## config.mk

```make
export PLATFORM = sky130hd
export DESIGN_NAME = repeated_value_counter_core
export DESIGN_NICKNAME = d
export VERILOG_FILES = /design/src/rtl/core/rvc_pkg.sv /design/src/rtl/core/repeated_value_counter_core.sv
export SDC_FILE = /design/constraint.sdc
export NUM_CORES = 1
export LEC_CHECK = 0
export ABC_AREA = 1
export BUFFER_PORTS_ARGS = -buffer_cell sky130_fd_sc_hd__buf_4
export CAP_MARGIN = 0
export CORE_ASPECT_RATIO = 0.8
export CORE_MARGIN = 10
export CORE_UTILIZATION = 60
export DETAILED_ROUTE_END_ITERATION = 10
export GPL_TIMING_DRIVEN = 0
export PLACE_DENSITY = 0.77
export SLEW_MARGIN = 10
export SYNTH_ARGS = -nofsm -noshare
export SYNTH_HDL_FRONTEND = slang
export SYNTH_SLANG_ARGS = --single-unit
```

## constraint.sdc

```tcl
create_clock -name i_clk -period 5.2 [get_ports i_clk]
set_input_delay 0.52 -clock i_clk [delete_from_list [all_inputs] [get_ports i_clk]]
set_output_delay 0.52 -clock i_clk [all_outputs]
set_load 0.01 [all_outputs]
```

## src/rtl/core/rvc_pkg.sv

```systemverilog
// Shared constants and types for the repeated value counter.
`default_nettype none

package rvc_pkg;

    localparam int TABLE_DEPTH = 16;
    localparam int IDX_W       = (TABLE_DEPTH > 1) ? $clog2(TABLE_DEPTH) : 1;
    localparam int USED_W      = $clog2(TABLE_DEPTH + 1);
    localparam int VALUE_W     = 32;
    localparam int COUNT_W     = 5;
    localparam int COUNT_MAX   = 31;
    localparam int OUT_TDATA_W = 8;

    typedef enum logic [1:0] {
        ST_IDLE,
        ST_SCAN,
        ST_FINISH
    } t_state;

endpackage

`default_nettype wire

```

## src/rtl/core/repeated_value_counter_core.sv

```systemverilog
// Top level: counts distinct values that repeat within a vector.
//
// Input stream (s_axis): one signed 32-bit vector element per request in
// tdata, tlast on the final element of the vector. Output stream (m_axis):
// one request per vector, sent after the element with tlast, carrying the
// number of distinct values seen two or more times and an overflow flag.
//
// The distinct values live in a single-port-read table memory with a
// registered read. Each element walks the table one entry per cycle,
// over the N distinct values stored so far (at most TABLE_DEPTH, which
// is 16 by default). The walk stops early on a match. One element is in
// work at a time.
//
// Reset (synchronous, active low) empties the table, clears the repeat
// marks, the tally and the overflow flag, and drops the output request.
// The result sits in an output register: new elements are taken while it
// waits. Only an element with tlast stalls, at its end, until the previous
// result has been taken. After each result the block is clear again.
`default_nettype none

module repeated_value_counter_core
    import rvc_pkg::*;
(
    input  wire logic                   i_clk,
    input  wire logic                   i_rst_n,
    input  wire logic                   i_s_axis_tvalid,
    output logic                        o_s_axis_tready,
    input  wire logic [VALUE_W-1:0]     i_s_axis_tdata,   // [31:0] element_value
    input  wire logic                   i_s_axis_tlast,   // is_last
    output logic                        o_m_axis_tvalid,
    input  wire logic                   i_m_axis_tready,
    output logic [OUT_TDATA_W-1:0]      o_m_axis_tdata    // [4:0] repeated_count, [5] overflowed
);

    logic [VALUE_W-1:0]     r_table [TABLE_DEPTH];
    logic [VALUE_W-1:0]     r_rd_data;
    logic [IDX_W-1:0]       rd_addr;
    logic                   wr_en;
    logic [IDX_W-1:0]       wr_addr;

    t_state                 r_state,     n_state;
    logic [TABLE_DEPTH-1:0] r_marks,     n_marks;
    logic [USED_W-1:0]      r_used,      n_used;
    logic [USED_W-1:0]      r_tally,     n_tally;
    logic                   r_ovf,       n_ovf;
    logic [VALUE_W-1:0]     r_value,     n_value;
    logic                   r_last,      n_last;
    logic [USED_W-1:0]      r_issue_idx, n_issue_idx;
    logic                   r_cmp_vld,   n_cmp_vld;
    logic [IDX_W-1:0]       r_cmp_idx,   n_cmp_idx;
    logic                   r_found,     n_found;
    logic [IDX_W-1:0]       r_hit_idx,   n_hit_idx;
    logic                   r_out_vld,   n_out_vld;
    logic [COUNT_W-1:0]     r_out_cnt,   n_out_cnt;
    logic                   r_out_ovf,   n_out_ovf;

    logic                   cmp_hit;
    logic                   cmp_end;
    logic                   issue;
    logic                   table_full;
    logic                   new_repeat;
    logic [USED_W-1:0]      fin_tally;
    logic                   fin_ovf;
    logic                   out_free;

    always_ff @(posedge i_clk) begin
        if (wr_en) begin
            r_table[wr_addr] <= r_value;
        end
        r_rd_data <= r_table[rd_addr];
    end

    assign rd_addr    = r_issue_idx[IDX_W-1:0];
    assign wr_addr    = r_used[IDX_W-1:0];
    assign table_full = (r_used == USED_W'(TABLE_DEPTH));
    assign cmp_hit    = r_cmp_vld && (r_rd_data == r_value);
    assign cmp_end    = r_cmp_vld && ((USED_W'(r_cmp_idx) + USED_W'(1)) == r_used);
    assign issue      = (r_issue_idx < r_used) && !cmp_hit;
    assign new_repeat = r_found && !r_marks[r_hit_idx];
    assign fin_tally  = r_tally + USED_W'(new_repeat);
    assign fin_ovf    = r_ovf || (!r_found && table_full);
    assign out_free   = !r_out_vld || i_m_axis_tready;

    always_comb begin
        n_state     = r_state;
        n_marks     = r_marks;
        n_used      = r_used;
        n_tally     = r_tally;
        n_ovf       = r_ovf;
        n_value     = r_value;
        n_last      = r_last;
        n_issue_idx = r_issue_idx;
        n_cmp_vld   = 1'b0;
        n_cmp_idx   = r_cmp_idx;
        n_found     = r_found;
        n_hit_idx   = r_hit_idx;
        n_out_vld   = r_out_vld && !i_m_axis_tready;
        n_out_cnt   = r_out_cnt;
        n_out_ovf   = r_out_ovf;
        wr_en       = 1'b0;
        o_s_axis_tready = 1'b0;

        unique case (r_state)
            ST_IDLE: begin
                o_s_axis_tready = 1'b1;
                if (i_s_axis_tvalid) begin
                    n_value     = i_s_axis_tdata;
                    n_last      = i_s_axis_tlast;
                    n_issue_idx = '0;
                    n_found     = 1'b0;
                    n_state     = (r_used == '0) ? ST_FINISH : ST_SCAN;
                end
            end
            ST_SCAN: begin
                if (cmp_hit) begin
                    n_found   = 1'b1;
                    n_hit_idx = r_cmp_idx;
                    n_state   = ST_FINISH;
                end else if (cmp_end) begin
                    n_state = ST_FINISH;
                end else if (issue) begin
                    n_cmp_vld   = 1'b1;
                    n_cmp_idx   = r_issue_idx[IDX_W-1:0];
                    n_issue_idx = r_issue_idx + USED_W'(1);
                end
            end
            ST_FINISH: begin
                if (!r_last || out_free) begin
                    n_state = ST_IDLE;
                    if (r_last) begin
                        n_out_vld = 1'b1;
                        n_out_cnt = (32'(fin_tally) > COUNT_MAX) ? COUNT_W'(COUNT_MAX)
                                                                : COUNT_W'(fin_tally);
                        n_out_ovf = fin_ovf;
                        n_marks   = '0;
                        n_used    = '0;
                        n_tally   = '0;
                        n_ovf     = 1'b0;
                    end else begin
                        n_tally = fin_tally;
                        n_ovf   = fin_ovf;
                        if (new_repeat) begin
                            n_marks[r_hit_idx] = 1'b1;
                        end
                        if (!r_found && !table_full) begin
                            wr_en            = 1'b1;
                            n_marks[wr_addr] = 1'b0;
                            n_used           = r_used + USED_W'(1);
                        end
                    end
                end
            end
            default: begin
                n_state = ST_IDLE;
            end
        endcase
    end

    always_ff @(posedge i_clk) begin
        if (!i_rst_n) begin
            r_state   <= ST_IDLE;
            r_marks   <= '0;
            r_used    <= '0;
            r_tally   <= '0;
            r_ovf     <= 1'b0;
            r_cmp_vld <= 1'b0;
            r_found   <= 1'b0;
            r_out_vld <= 1'b0;
        end else begin
            r_state   <= n_state;
            r_marks   <= n_marks;
            r_used    <= n_used;
            r_tally   <= n_tally;
            r_ovf     <= n_ovf;
            r_cmp_vld <= n_cmp_vld;
            r_found   <= n_found;
            r_out_vld <= n_out_vld;
        end
    end

    always_ff @(posedge i_clk) begin
        r_value     <= n_value;
        r_last      <= n_last;
        r_issue_idx <= n_issue_idx;
        r_cmp_idx   <= n_cmp_idx;
        r_hit_idx   <= n_hit_idx;
        r_out_cnt   <= n_out_cnt;
        r_out_ovf   <= n_out_ovf;
    end

    assign o_m_axis_tvalid = r_out_vld;
    assign o_m_axis_tdata  = {(OUT_TDATA_W - COUNT_W - 1)'(0), r_out_ovf, r_out_cnt};

endmodule

`default_nettype wire

```

==> summary.md <==
The internal power of the cells totals 9.43 mW. Data arrives at the worst endpoint at 3.07 ns. Number of global-route vias before repair: 16,100.

The share of total power dissipated in combinational logic is 24.5%. The number of distinct standard cells referenced by the synthesized netlist is 40, and the number of vias in the routed layout is 17,000. The worst setup path is launched from a flop. Measured along the y axis, the die boundary spans 202 um.

Static timing analysis puts the maximum clock frequency at 0.362 GHz. The final hold violation count came out at 0. Class of the tightest hold or removal check: input pin to flop. The sequential cells in the finished layout cover a total of 18,200 sq um. The total power divided by cell area was 496 nW/um^2; the number of fill cells was 2,756. The detail route stage leaves a number of antenna-violating nets equal to 0. The logs give 40,800 sq um for the placeable core region and 5.51 ns for the data required time of the critical path. After synthesis, flip-flops and latches occupy 73.4% of the total area. In this run the cell area of the synthesized design comes to 24,800 sq um. The tree built by TritonCTS fans out to 628 sinks.

The H-tree generated during clock tree synthesis spans 2 levels. The leakage dissipation was 9.56 nW; the area occupied by multi-input gates was 5790 sq um. Clock tree synthesis inserted a total of 56 buffers. The clock root buffer is sky130_fd_sc_hd__clkbuf_16.

Of all nets on the critical path, the largest fanout is 9. For this configuration, the core starts out at a cell density of 60.9%. The net switching fraction of the power is 32.8%, and the hold-fix buffer count after cts is 0.

In the final layout, the share of cells above drive strength 1 is 12.2%. The analysis attributes to net switching a power of 4.61 mW. The die footprint was 50,000 sq um.

Worst hold margin: 0.0887 ns. The number of antenna diodes in the final layout is 0. The flow ran to the end, and the final reports show no timing, DRC or antenna violations.

The run gives 0 as the synthesis warning total. For this run, the total global-route usage over all layers was measured as 25.5%. The first global-routing pass estimated 97,100 um of wire. The row count is 66, and the top-level port count is 47.

Number of gates resized after CTS: 0. After detailed routing, the average wire length per cell comes to 24.0 um. Kind of capture point of the worst setup path: a flop. Clock latency on the worst-skew pair, taken at its later pin, is 0.60 ns. TritonCTS built the clock tree. Detailed routing placed a total of 7880 um of wire on met3.

Layout overhead on the synthesized area: 13.9%. Setup repair after global routing left no endpoint under its margin. The horizontal die dimension is 247 um, and the number of endpoints failing setup at the final stage is 0. The sequential power share is 45.9%, and the mean area per synthesized cell is 12.5 sq um. The final critical path takes up 53.1% of the cycle.

The final-report max-slew violation count is 0, and the largest net degree at the start of global routing is 25. The final estimated routing congestion in global placement was 0.888; the net count of the finished layout was 2,163. The total overflow reported by the global router came out at 0. In the final routing, the length of wire on met1 measures 25,700 um.

Wires add up to 64,900 um. The post-CTS clock slew at the launch and capture registers of the worst setup and hold paths is 0.06 ns. After the first detailed-routing iteration, the DRC count stood at 2,672. The routed via count divided by cell count was 6.28; the buffer depth of the longest clock path was 3. Port buffering added 44 buffers. The worst IR drop on VDD came out at 359 uV.

The worst path in the final design needs a cycle of 2.76 ns, including I/O delays and setup. Before CTS, the worst setup slack after placement is 2.50 ns. The run gives 0 as the buffers inserted during post-CTS setup optimization. The logs give 2.44 ns for the least setup slack across all paths after layout and 6 for the detailed-router iteration count before antenna repair. After detailed routing, no signal wire sits above met4. The tool flagged a number of max-cap violations equal to 0. The clock share of power came out at 29.6%. The tools report the number of antenna violations at the first check in global routing as 0. The count of state elements after synthesis is 628, and the count of unresolved DRC violations after routing is 0. The classification of the worst setup path was flop to flop. The wire-length estimate of the detail-placed layout is 42,800 um. The worst-margin pin slew is 0.983 ns, and the cell count after synthesis is 1,985. For the final database, setup skew stands at 0.0157 ns.

The worst slew margin relative to its limit is 34.4%, and the wire length on met2 is 28,700 um.
-- power groups by stage --
stage               logic (mW)  clock network (mW)  registers [mW]
floorplan                 2.07                   0            6.39
global placement          3.14                   0            6.53
detailed placement        3.32                   0            6.53
CTS                       3.35                4.17            6.43
global route              3.68                4.39            6.48
finish                    3.43                4.16            6.44
-- final timing paths --
| kind | cells past startpoint | slack (ns) | from | endpoint |
|---|---|---|---|---|
| worst max-delay path | 12 | 2.44 | r_used[0]$_SDFFE_PN0P_ | r_table[14][2]$_DFFE_PP_ |
| worst min-delay path | 1 | 0.09 | i_s_axis_tdata[2] | r_value[2]$_DFFE_PP_ |
| worst max register to register | 12 | 2.44 | r_used[0]$_SDFFE_PN0P_ | r_table[14][2]$_DFFE_PP_ |
| worst min register to register | 2 | 0.46 | r_marks[1]$_SDFFE_PN0P_ | r_marks[1]$_SDFFE_PN0P_ |
-- cell usage in the layout, fill, tap and decap left out, types with 65 or more instances in the layout --
cell type	instances
sky130_fd_sc_hd__buf_4	67
sky130_fd_sc_hd__clkbuf_1	71
sky130_fd_sc_hd__edfxtp_1	564
sky130_fd_sc_hd__inv_1	84
sky130_fd_sc_hd__nand2_1	203
sky130_fd_sc_hd__nand3_1	65
sky130_fd_sc_hd__nor2_1	294
sky130_fd_sc_hd__o21ai_0	156
sky130_fd_sc_hd__o21ai_1	143
sky130_fd_sc_hd__o22ai_1	87
-- routing by layer --
layer / GRT usage (%) / vias up
li1: - / 7469
met1: 36.8 / 8191
met2: 37.7 / 1148
met3: 5.14 / 173
met4: 10.2 / 0
met5: 0 / -
-- metrics by stage --
step / instance area, sq um / power (mW) / setup TNS [ns] / utilization (%) / cells
2_1_floorplan: 24800 / 8.46 / 0 / - / 1986
3_3_place_gp: 25800 / 9.66 / -62.86 / 63.4 / 2574
3_5_place_dp: 26400 / 9.85 / 0 / 64.8 / 2600
4_1_cts: 28300 / 14.0 / 0 / 69.3 / 2705
5_1_grt: 28300 / 14.5 / 0 / 69.3 / 2705
6_report: 28300 / 14.0 / 0 / 69.3 / 2705
-- synth_stat cells --
| cell type | count | area share (%) |
|---|---|---|
| sky130_fd_sc_hd__ha_1 | 12 | 0.60 |
| sky130_fd_sc_hd__o21bai_1 | 1 | 0.030 |
| sky130_fd_sc_hd__o221ai_1 | 49 | 1.7 |
| sky130_fd_sc_hd__clkinv_1 | 4 | 0.060 |
| sky130_fd_sc_hd__nand4_1 | 12 | 0.30 |
| sky130_fd_sc_hd__buf_1 | 1 | 0.015 |
| sky130_fd_sc_hd__nor2_1 | 306 | 4.6 |
| sky130_fd_sc_hd__nor2b_1 | 5 | 0.13 |
| sky130_fd_sc_hd__buf_4 | 17 | 0.51 |
| sky130_fd_sc_hd__nor2_4 | 1 | 0.045 |
| sky130_fd_sc_hd__buf_6 | 3 | 0.14 |
| sky130_fd_sc_hd__dfxtp_1 | 64 | 5.2 |
| sky130_fd_sc_hd__xnor2_1 | 12 | 0.42 |
| sky130_fd_sc_hd__nor2_2 | 4 | 0.10 |
| sky130_fd_sc_hd__xor2_1 | 4 | 0.14 |
| sky130_fd_sc_hd__o211ai_1 | 16 | 0.48 |
| sky130_fd_sc_hd__o31ai_1 | 1 | 0.030 |
| sky130_fd_sc_hd__a21oi_2 | 1 | 0.035 |
| sky130_fd_sc_hd__nand2_2 | 10 | 0.25 |
| sky130_fd_sc_hd__inv_2 | 16 | 0.24 |
| sky130_fd_sc_hd__a21oi_1 | 30 | 0.60 |
| sky130_fd_sc_hd__o21ai_1 | 143 | 2.9 |
| sky130_fd_sc_hd__clkbuf_1 | 58 | 0.88 |
| sky130_fd_sc_hd__or2_1 | 4 | 0.10 |
| sky130_fd_sc_hd__buf_2 | 33 | 0.67 |
| sky130_fd_sc_hd__nor3_1 | 6 | 0.12 |
| sky130_fd_sc_hd__o22ai_1 | 87 | 2.2 |
| sky130_fd_sc_hd__or2_2 | 1 | 0.025 |
| sky130_fd_sc_hd__inv_1 | 84 | 1.3 |
| sky130_fd_sc_hd__nand3_1 | 65 | 1.3 |
| sky130_fd_sc_hd__a31o_1 | 1 | 0.035 |
| sky130_fd_sc_hd__inv_4 | 1 | 0.025 |
| sky130_fd_sc_hd__nand3b_1 | 2 | 0.060 |
| sky130_fd_sc_hd__nand2_1 | 203 | 3.1 |
| sky130_fd_sc_hd__conb_1 | 1 | 0.015 |
| sky130_fd_sc_hd__o21ai_0 | 156 | 3.1 |
| sky130_fd_sc_hd__nor2_8 | 1 | 0.081 |
| sky130_fd_sc_hd__nor3_2 | 3 | 0.12 |
| sky130_fd_sc_hd__edfxtp_1 | 564 | 68 |
| sky130_fd_sc_hd__nand2_4 | 3 | 0.14 |
-- final cells by class --
cell class,instances,area share [%]
sequential,628,64.4
multi-input combinational,1141,20.5
clock buffer,81,5.75
timing repair buffer,70,2.78
tap,544,2.41
buffer,112,1.94
inverter,105,1.40
clock inverter,24,0.810
-- critical path, cell delays in order, from the launching register on --
cell and delay [ns]:
sky130_fd_sc_hd__dfxtp_1 0.44, sky130_fd_sc_hd__inv_1 0.16, sky130_fd_sc_hd__ha_1 0.29, sky130_fd_sc_hd__inv_1 0.09, sky130_fd_sc_hd__nor2_1 0.06, sky130_fd_sc_hd__nand2_2 0.08
sky130_fd_sc_hd__nand2_4 0.08, sky130_fd_sc_hd__inv_4 0.10, sky130_fd_sc_hd__nand2_2 0.15, sky130_fd_sc_hd__nor3_2 0.33, sky130_fd_sc_hd__buf_4 0.27, sky130_fd_sc_hd__buf_4 0.23
sky130_fd_sc_hd__buf_6 0.18
-- state kept, by name (all words and copies together) (netlist names), 5 cells and up --
register	flops
r_rd_data	32
r_tally	5
r_value	32
r_table	512
r_marks	16
r_used	5
r_out_cnt	5
r_issue_idx	5
-- logic make-up (layout without fill, tap and decap cells) --
group	after synthesis	after routing	synth area share, %
other	1	2	0.0151
AND/OR/NAND/NOR	626	626	10.5
XOR/XNOR	16	16	0.564
AO/OA/AOI/OAI	485	485	11.2
flip-flops	628	628	73.4
buffers and inverters	217	392	3.80
adder cells (fa/ha/maj)	12	12	0.605
Note: power is estimated with default switching activity, not from simulation.
